<file path="config.mk">
export PLATFORM = sky130hd
export DESIGN_NAME = tlb_lookup_clock_replace
export DESIGN_NICKNAME = d
export VERILOG_FILES = /design/src/sv/tlbcr_pkg.sv /design/src/sv/tlbcr_ctrl.sv /design/src/sv/tlbcr_dp.sv /design/src/sv/tlb_lookup_clock_replace.sv
export VERILOG_INCLUDE_DIRS = /design/src /design/src/sv
export SDC_FILE = /design/constraint.sdc
export NUM_CORES = 1
export LEC_CHECK = 0
export BUFFER_PORTS_ARGS = -buffer_cell sky130_fd_sc_hd__buf_4
export CORE_MARGIN = 2
export CORE_UTILIZATION = 56
export DETAILED_ROUTE_END_ITERATION = 8
export PLACE_DENSITY = 0.73
export SYNTH_ARGS = -nofsm -noshare
export SYNTH_HDL_FRONTEND = slang
export SYNTH_SLANG_ARGS = --single-unit
</file>
<file path="constraint.sdc">
create_clock -name clk -period 4.62 [get_ports clk]
set_input_delay 0.924 -clock clk [delete_from_list [all_inputs] [get_ports clk]]
set_output_delay 0.924 -clock clk [all_outputs]
set_load 0.02 [all_outputs]
</file>
<file path="src/sv/tlb_lookup_clock_replace_macros.svh">
// assertion macros for the clock replacement tlb
`ifndef TLB_LOOKUP_CLOCK_REPLACE_MACROS_SVH
`define TLB_LOOKUP_CLOCK_REPLACE_MACROS_SVH

// same-cycle implication, checked out of reset
`define TLBCR_ASSERT_NOW(label, clk, rst_n, ante, cons, msg) \
  label: assert property (@(posedge clk) disable iff (!rst_n) (ante) |-> (cons)) \
    else $error(msg);

// next-cycle implication, checked out of reset
`define TLBCR_ASSERT_NEXT(label, clk, rst_n, ante, cons, msg) \
  label: assert property (@(posedge clk) disable iff (!rst_n) (ante) |=> (cons)) \
    else $error(msg);

`endif

</file>
<file path="src/sv/tlbcr_pkg.sv">
// shared types, constants and helpers of the clock replacement tlb
package tlbcr_pkg;

  localparam int ENTRIES    = 16;
  localparam int PAGE_BITS  = 20;
  localparam int FRAME_BITS = 20;
  localparam int IDX_BITS   = (ENTRIES > 1) ? $clog2(ENTRIES) : 1;

  // port widths fixed by the interface
  localparam int IN_PAGE_BITS   = 20;
  localparam int IN_FRAME_BITS  = 20;
  localparam int OUT_FRAME_BITS = 20;
  localparam int SLOT_BITS      = 4;

  typedef logic [ENTRIES-1:0]    entry_vec_t;
  typedef logic [IDX_BITS-1:0]   idx_t;
  typedef logic [PAGE_BITS-1:0]  page_t;
  typedef logic [FRAME_BITS-1:0] frame_t;

  typedef enum logic [0:0] {
    ST_IDLE,
    ST_LOOK
  } tlbcr_state_t;

  typedef struct packed {
    logic load_req;   // capture the incoming request
    logic commit;     // look up, update entries, load the result register
    logic out_taken;  // result register drained this cycle
  } tlbcr_cmd_t;

  typedef struct packed {
    logic out_full;   // result register holds an untaken result
  } tlbcr_status_t;

  // index of the lowest set bit, zero when none is set
  function automatic idx_t lowest_idx(entry_vec_t v);
    idx_t idx;
    idx = '0;
    for (int k = ENTRIES - 1; k >= 0; k--) begin
      if (v[k]) begin
        idx = idx_t'(k);
      end
    end
    return idx;
  endfunction

endpackage

</file>
<file path="src/sv/tlbcr_ctrl.sv">
// controller state machine of the clock replacement tlb
module tlbcr_ctrl (
  input  logic                    clk,
  input  logic                    rst_n,
  input  logic                    in_valid,
  output logic                    in_ready,
  input  logic                    out_ready,
  input  tlbcr_pkg::tlbcr_status_t status,
  output tlbcr_pkg::tlbcr_cmd_t    cmd
);
  import tlbcr_pkg::*;

  tlbcr_state_t state_r;
  tlbcr_state_t state_nxt;
  logic         out_room;

  assign out_room = !status.out_full || out_ready;

  always_ff @(posedge clk) begin
    if (!rst_n) begin
      state_r <= ST_IDLE;
    end else begin
      state_r <= state_nxt;
    end
  end

  always_comb begin
    state_nxt = state_r;
    unique case (state_r)
      ST_IDLE: begin
        if (in_valid) begin
          state_nxt = ST_LOOK;
        end
      end
      ST_LOOK: begin
        if (out_room) begin
          state_nxt = ST_IDLE;
        end
      end
      default: state_nxt = ST_IDLE;
    endcase
  end

  always_comb begin
    in_ready      = 1'b0;
    cmd.load_req  = 1'b0;
    cmd.commit    = 1'b0;
    cmd.out_taken = status.out_full && out_ready;
    unique case (state_r)
      ST_IDLE: begin
        in_ready     = 1'b1;
        cmd.load_req = in_valid;
      end
      ST_LOOK: begin
        cmd.commit = out_room;
      end
      default: begin
        in_ready = 1'b0;
      end
    endcase
  end

endmodule

</file>
<file path="src/sv/tlbcr_dp.sv">
// datapath of the clock replacement tlb: entries, compare, victim pick, result register
module tlbcr_dp (
  input  logic                                  clk,
  input  logic                                  rst_n,
  input  tlbcr_pkg::tlbcr_cmd_t                 cmd,
  output tlbcr_pkg::tlbcr_status_t              status,
  input  logic [tlbcr_pkg::IN_PAGE_BITS-1:0]    in_lookup_page,
  input  logic                                  in_is_write,
  input  logic [tlbcr_pkg::IN_FRAME_BITS-1:0]   in_fill_frame,
  output logic                                  out_valid,
  output logic [tlbcr_pkg::OUT_FRAME_BITS-1:0]  out_frame,
  output logic                                  out_hit,
  output logic [tlbcr_pkg::SLOT_BITS-1:0]       out_slot
);
  import tlbcr_pkg::*;

  // captured request
  page_t  req_page_r;
  logic   req_write_r;
  frame_t req_frame_r;

  // entry storage
  page_t      entry_page_r  [ENTRIES];
  frame_t     entry_frame_r [ENTRIES];
  entry_vec_t entry_valid_r, entry_valid_nxt;
  entry_vec_t entry_used_r,  entry_used_nxt;
  entry_vec_t entry_dirty_r, entry_dirty_nxt;
  logic [31:0] hit_count_r;

  // result register
  logic                      out_valid_r, out_valid_nxt;
  logic [OUT_FRAME_BITS-1:0] out_frame_r;
  logic                      out_hit_r;
  logic [SLOT_BITS-1:0]      out_slot_r;

  // lookup and victim
  entry_vec_t match_vec;
  entry_vec_t sweep_clear;
  logic       hit;
  idx_t       hit_idx;
  idx_t       vic_idx;
  idx_t       sel_idx;
  logic       all_valid;
  logic       any_unused;
  idx_t       unused_idx;

  always_ff @(posedge clk) begin
    if (cmd.load_req) begin
      req_page_r  <= PAGE_BITS'(in_lookup_page);
      req_write_r <= in_is_write;
      req_frame_r <= FRAME_BITS'(in_fill_frame);
    end
  end

  always_comb begin
    for (int k = 0; k < ENTRIES; k++) begin
      match_vec[k] = entry_valid_r[k] && (entry_page_r[k] == req_page_r);
    end
  end

  assign hit        = |match_vec;
  assign hit_idx    = lowest_idx(match_vec);
  assign all_valid  = &entry_valid_r;
  assign any_unused = !(&entry_used_r);
  assign unused_idx = lowest_idx(~entry_used_r);

  // clock sweep from entry 0: used bits before the first unused entry are
  // cleared; with no unused entry all are cleared and entry 0 is taken
  always_comb begin
    for (int k = 0; k < ENTRIES; k++) begin
      sweep_clear[k] = !any_unused || (idx_t'(k) < unused_idx);
    end
  end

  assign vic_idx = all_valid ? unused_idx : lowest_idx(~entry_valid_r);
  assign sel_idx = hit ? hit_idx : vic_idx;

  always_comb begin
    entry_valid_nxt = entry_valid_r;
    entry_used_nxt  = entry_used_r;
    entry_dirty_nxt = entry_dirty_r;
    if (cmd.commit) begin
      if (hit) begin
        entry_used_nxt[hit_idx] = 1'b1;
        if (req_write_r) begin
          entry_dirty_nxt[hit_idx] = 1'b1;
        end
      end else begin
        if (all_valid) begin
          entry_used_nxt = entry_used_r & ~sweep_clear;
        end
        entry_valid_nxt[vic_idx] = 1'b1;
        entry_used_nxt[vic_idx]  = 1'b1;
        entry_dirty_nxt[vic_idx] = req_write_r;
      end
    end
  end

  always_comb begin
    out_valid_nxt = out_valid_r;
    if (cmd.commit) begin
      out_valid_nxt = 1'b1;
    end else if (cmd.out_taken) begin
      out_valid_nxt = 1'b0;
    end
  end

  always_ff @(posedge clk) begin
    if (!rst_n) begin
      entry_valid_r <= '0;
      entry_used_r  <= '0;
      entry_dirty_r <= '0;
      hit_count_r   <= '0;
      out_valid_r   <= 1'b0;
    end else begin
      entry_valid_r <= entry_valid_nxt;
      entry_used_r  <= entry_used_nxt;
      entry_dirty_r <= entry_dirty_nxt;
      out_valid_r   <= out_valid_nxt;
      if (cmd.commit && hit) begin
        hit_count_r <= hit_count_r + 32'd1;
      end
    end
  end

  // entry payload and result payload
  always_ff @(posedge clk) begin
    if (cmd.commit) begin
      if (hit) begin
        out_frame_r <= OUT_FRAME_BITS'(entry_frame_r[hit_idx]);
      end else begin
        entry_page_r[vic_idx]  <= req_page_r;
        entry_frame_r[vic_idx] <= req_frame_r;
        out_frame_r            <= OUT_FRAME_BITS'(req_frame_r);
      end
      out_hit_r  <= hit;
      out_slot_r <= SLOT_BITS'(sel_idx);
    end
  end

  assign status.out_full = out_valid_r;
  assign out_valid       = out_valid_r;
  assign out_frame       = out_frame_r;
  assign out_hit         = out_hit_r;
  assign out_slot        = out_slot_r;

endmodule

</file>
<file path="src/sv/tlb_lookup_clock_replace.sv">
// top level of the fully associative tlb with clock replacement
// Fully associative TLB, 16 entries, clock replacement. Each transfer on the
// input channel is one access: a 20-bit virtual page, a write flag and the
// frame the page table holds for that page. The page is compared against all
// valid entries at once and the lowest-indexed match wins. A hit marks the
// entry used (and dirty on a write), bumps an internal 32-bit hit counter and
// returns the stored frame with hit=1. A miss installs the page and the given
// frame in the lowest-indexed invalid entry; once all entries are valid, a
// clock hand starting at entry 0 clears used bits until it finds an entry that
// was not used, and falls back to entry 0 if every entry was used. The new
// entry starts used, with dirty equal to the write flag, and the given frame
// is returned with hit=0. out_slot names the entry hit or filled. An access is
// handled first in the idle state, which captures the request, and then in the
// look state, which does the parallel compare, victim pick and entry update and
// loads the output register. The next access is taken the cycle after that
// update, so only one access is in flight at a time; a result waiting in the
// output register stalls only the update of the following access. Every entry
// is invalid after reset, with no clearing pass.
`include "tlb_lookup_clock_replace_macros.svh"

module tlb_lookup_clock_replace (
  input  logic                                  clk,
  input  logic                                  rst_n,
  input  logic                                  in_valid,
  output logic                                  in_ready,
  input  logic [tlbcr_pkg::IN_PAGE_BITS-1:0]    in_lookup_page,
  input  logic                                  in_is_write,
  input  logic [tlbcr_pkg::IN_FRAME_BITS-1:0]   in_fill_frame,
  output logic                                  out_valid,
  input  logic                                  out_ready,
  output logic [tlbcr_pkg::OUT_FRAME_BITS-1:0]  out_frame,
  output logic                                  out_hit,
  output logic [tlbcr_pkg::SLOT_BITS-1:0]       out_slot
);
  import tlbcr_pkg::*;

  tlbcr_cmd_t    cmd;
  tlbcr_status_t status;

  // sequencing: capture, then look up and commit
  tlbcr_ctrl u_ctrl (
    .clk       (clk),
    .rst_n     (rst_n),
    .in_valid  (in_valid),
    .in_ready  (in_ready),
    .out_ready (out_ready),
    .status    (status),
    .cmd       (cmd)
  );

  // entries, compare and victim logic, output register
  tlbcr_dp u_dp (
    .clk            (clk),
    .rst_n          (rst_n),
    .cmd            (cmd),
    .status         (status),
    .in_lookup_page (in_lookup_page),
    .in_is_write    (in_is_write),
    .in_fill_frame  (in_fill_frame),
    .out_valid      (out_valid),
    .out_frame      (out_frame),
    .out_hit        (out_hit),
    .out_slot       (out_slot)
  );

  // one access in flight: no new transfer the cycle after one is taken
  `TLBCR_ASSERT_NEXT(a_busy_after_accept, clk, rst_n,
                     in_valid && in_ready, !in_ready,
                     "input taken while an access is in flight")

  // a commit never overwrites a result that has not been taken
  `TLBCR_ASSERT_NOW(a_no_result_overwrite, clk, rst_n,
                    cmd.commit, !out_valid || out_ready,
                    "result register overwritten before transfer")

  // a fresh result means the lookup has finished and input is open again
  `TLBCR_ASSERT_NOW(a_ready_with_result, clk, rst_n,
                    $rose(out_valid), in_ready,
                    "result shown while the lookup still runs")

endmodule
</file>
==> reports/results.txt <==
FF+latch count, synth: 739
First-pass DRT Iterations: 6
Max-Cap Viols: 0
Reg clk slew, reported paths: 0.07 ns
Final #Nets: 2468
Post-Syn Nets: 2213
VDD IR max: 0.3253 mV
I/O pin total: 72
Synth Cell Area: 0.03172 mm²
Status: complete, but fails checks
Critical R2R Capture: u_dp.out_frame[14]
Setup crit end kind: register
Cells after synthesis: 2168
Syn Area/Cell: 14.63 µm²
Leakage power: 0.01188 µW
Most frequent CP cell: buf_4
H-tree depth: 3
Grt ovf: 0
Top cells by count, synth: 705 x edfxtp_1, 275 x xnor2_1, 137 x nand4_1, 87 x nand2_1, 85 x nor2_1
Skew final: 0.02655 ns
CP max FO: 17
Violated checks: negative setup slack
Pwr Density: 393.1 mW/mm²
PortBufs: 70
Routed Antenna Nets: 0
Area contributors post-synth: edfxtp_1 67%, xnor2_1 7.6%, nand4_1 2.7%
Non-Filler Instances: 3233
Min setup slack post-route: -0.02562 ns
Hold buffer count at CTS: 0
Count leader, synth: edfxtp_1
Total track usage: 27.97%
Relative slew slack: 15.33%
Net switching power: 3046 µW
Final setup vio count: 1
Placed cell area: 0.03446 mm²
Detailed Route Iter0 Violations: 3007
Comb pwr share: 4.8%
Int Pwr: 11630 µW
Layout cell share with drive strength beyond 1: 19.18%
Initial antenna violation count: 1
Fin. max-slew vios: 0
Async SR Flop Fraction: 0%
Worst hold path startpoint: in_fill_frame[17]
Vias per cell: 6.405
Final HPWL DP: 52550 µm
Total Power: 14670 µW
Inserted Clock Buffers: 75
Placer Congestion: 0.9410
R2r setup slk: -0.03 ns
Clock Sinks: 739
Synth warnings: 0
R2R Path Start: u_dp.req_page_r[7]
CP arrival: 5.05 ns
Top-area cell type share of the netlist area: 66.74%
Pin count of the biggest net entering global routing: 38
Diode count: 0
Unrepaired setup endpoints after global routing: true
DR vias: 20708
Most common flop cell mapped by yosys: edfxtp_1
First-pass GRT wire length: 123900 µm
Placed cell count: 3080
CP Class: reg -> reg
DRC violations left: 0
Req. time, crit path: 5.02 ns
Die Width: 242.0 µm
Final instance area: 0.03733 mm²
R2R cell count: 14
Initial Util: 56.48%
Clk_lat worst skew: 0.63 ns
Final WL: 84040 µm
Switching Share: 20.76%
Root Buffer: clkbuf_16
Critical-path cell list: buf_4 > xnor2_1 > nand4_1 > nor4_1 > nand4_1 > nand2_1 > buf_4 > nor2_1 > nor2_2 > and4_1 > buf_4 > a32oi_1 > and4b_1 > a21oi_1
Vias in the first global route: 20447
Worst Setup Start Kind: register
Hold path cells: 1
Area grow syn2layout: 17.68%
Synth unique cells: 97
Slowest Stage Delay on Critical Path: 0.77 ns
Setup TNS: -0.02562 ns
Post-synth EDFFs: 705
Min cycle time layout: 4.646 ns
Final hold vios: 0
Sequential power share: 51.5%
Clk buf depth: 3
Clock network fraction of total power: 43.7%
Seq/Total Area, Yosys: 68.88%
F_max: 215.3 MHz
Die area: 0.05857 mm²
Core area: 0.05617 mm²
Fill count: 3925
Hold path endpoint: u_dp.req_frame_r[17]
CTS tree: done
Worst path slowest cell: nor2_2
Die H: 242.0 µm
HP Class: in -> reg
Site Rows: 87
Final period util: 100.6%
Largest area contributor in the netlist: edfxtp_1
Routed len/inst: 25.99 µm
Fin util: 66.46%
Worst Tran Pin Value: 1.269 ns
==> cell usage in the layout (no fill, tap or decap), types with 8 or more instances in the layout <==
cell         n
a21oi_1     37
a222oi_1     9
a22o_1      12
a22oi_1     19
a31oi_1     16
and2_1      13
and3_1      13
and4_1      11
buf_12      28
buf_4      246
bufinv_16   14
clkbuf_1    17
clkbuf_16   78
dfxtp_1     34
edfxtp_1   705
inv_1       47
mux2i_1     24
nand2_1     87
nand2b_1     8
nand3_1     48
nand4_1    137
nor2_1      66
nor2_4      17
nor3_1       9
nor3b_1     22
nor4_1      38
o2111ai_1   13
o211ai_1    46
o21a_1      20
o21ai_0     68
o21ai_1     16
o22ai_1     12
o2bb2ai_1   12
or2_2       15
xnor2_1    275
xor2_1      40
==> stage by stage <==
| stage | hold WS, ns | worst slack (ns) |
|---|---|---|
| floorplan | 0.4574 | -0.4926 |
| global placement | 0.4921 | -0.1241 |
| detailed placement | 0.5059 | -0.2189 |
| CTS | 0.4527 | 0.004206 |
| global route | 0.4480 | -0.05072 |
| finish | 0.4747 | -0.02562 |
==> power groups by stage <==
stage                     combinational, µW  clock, µW  sequential [µW]
after detailed placement                686          0             7690
after global placement                  670          0             7680
after CTS                               690       6460             7550
after global routing                    753       6720             7560
after floorplan                         395          0             7680
final                                   705       6420             7550
==> state kept, by name, summed over array words and instances (netlist names) <==
signal              count
u_dp.entry_frame_r    320
u_dp.entry_page_r     320
u_dp.out_frame         20
u_dp.req_frame_r       20
u_dp.req_page_r        20
u_dp.entry_used_r      16
u_dp.entry_valid_r     16
u_dp.out_slot           4
u_ctrl.state_r          1
u_dp.out_hit            1
u_dp.out_valid          1
==> what timing repair did <==
action	in CTS	in global routing
cloned	0	4
endpoints found under the setup margin	6	117
buffers inserted	0	18
pin swaps	0	4
gates resized for setup	6	21
==> how the worst max path moves through the flow <==
stage	startpoint	slack (ns)	end	depth (start not counted)
global route	u_dp.req_page_r[7]	-0.05	u_dp.out_frame[18]	15
global placement	u_dp.req_page_r[15]	-0.12	u_dp.out_frame[4]	14
floorplan	u_dp.req_page_r[15]	-0.49	u_dp.entry_frame_r[15][0]	14
finish	u_dp.req_page_r[7]	-0.03	u_dp.out_frame[14]	14
detailed placement	u_dp.req_page_r[15]	-0.22	u_dp.out_frame[4]	14
CTS	u_dp.req_page_r[5]	0.004	u_dp.out_frame[15]	13
==> worst max-delay path, delay by kind of cell (launching register included) <==
| family | cells | cell delay [ns] |
|---|---|---|
| xor+xnor | 1 | 0.26 |
| simple gates | 8 | 2.61 |
| buf+inv | 3 | 0.67 |
| compound gates | 2 | 0.32 |
| flops | 1 | 0.54 |
==> kinds of logic after synthesis <==
| family | share of synthesized area, % |
|---|---|
| flip-flops | 68.88 |
| multiplexers | 0.8283 |
| AO/OA/AOI/OAI | 9.293 |
| buffers and inverters | 2.694 |
| XOR/XNOR | 8.902 |
| AND/OR/NAND/NOR | 9.403 |
==> final cells by class <==
cell class	count	area, µm²	share of cell area [%]
tap	756	945.9	2.534
inverter	50	187.7	0.5027
sequential	739	21850	58.53
timing repair buffer	279	2464	6.599
multi-input combinational	1278	9284	24.87
clock inverter	34	555.5	1.488
clock buffer	97	2043	5.473
==> routing by layer <==
layer	track usage, %	vias up	wire length [µm]
li1	-	8987	-
met4	9.350	2	2747
met5	0	-	13
met3	4.841	195	8104
met2	44.29	1241	39440
met1	39.64	10283	33730
Note: power is estimated with default switching activity, not from simulation.
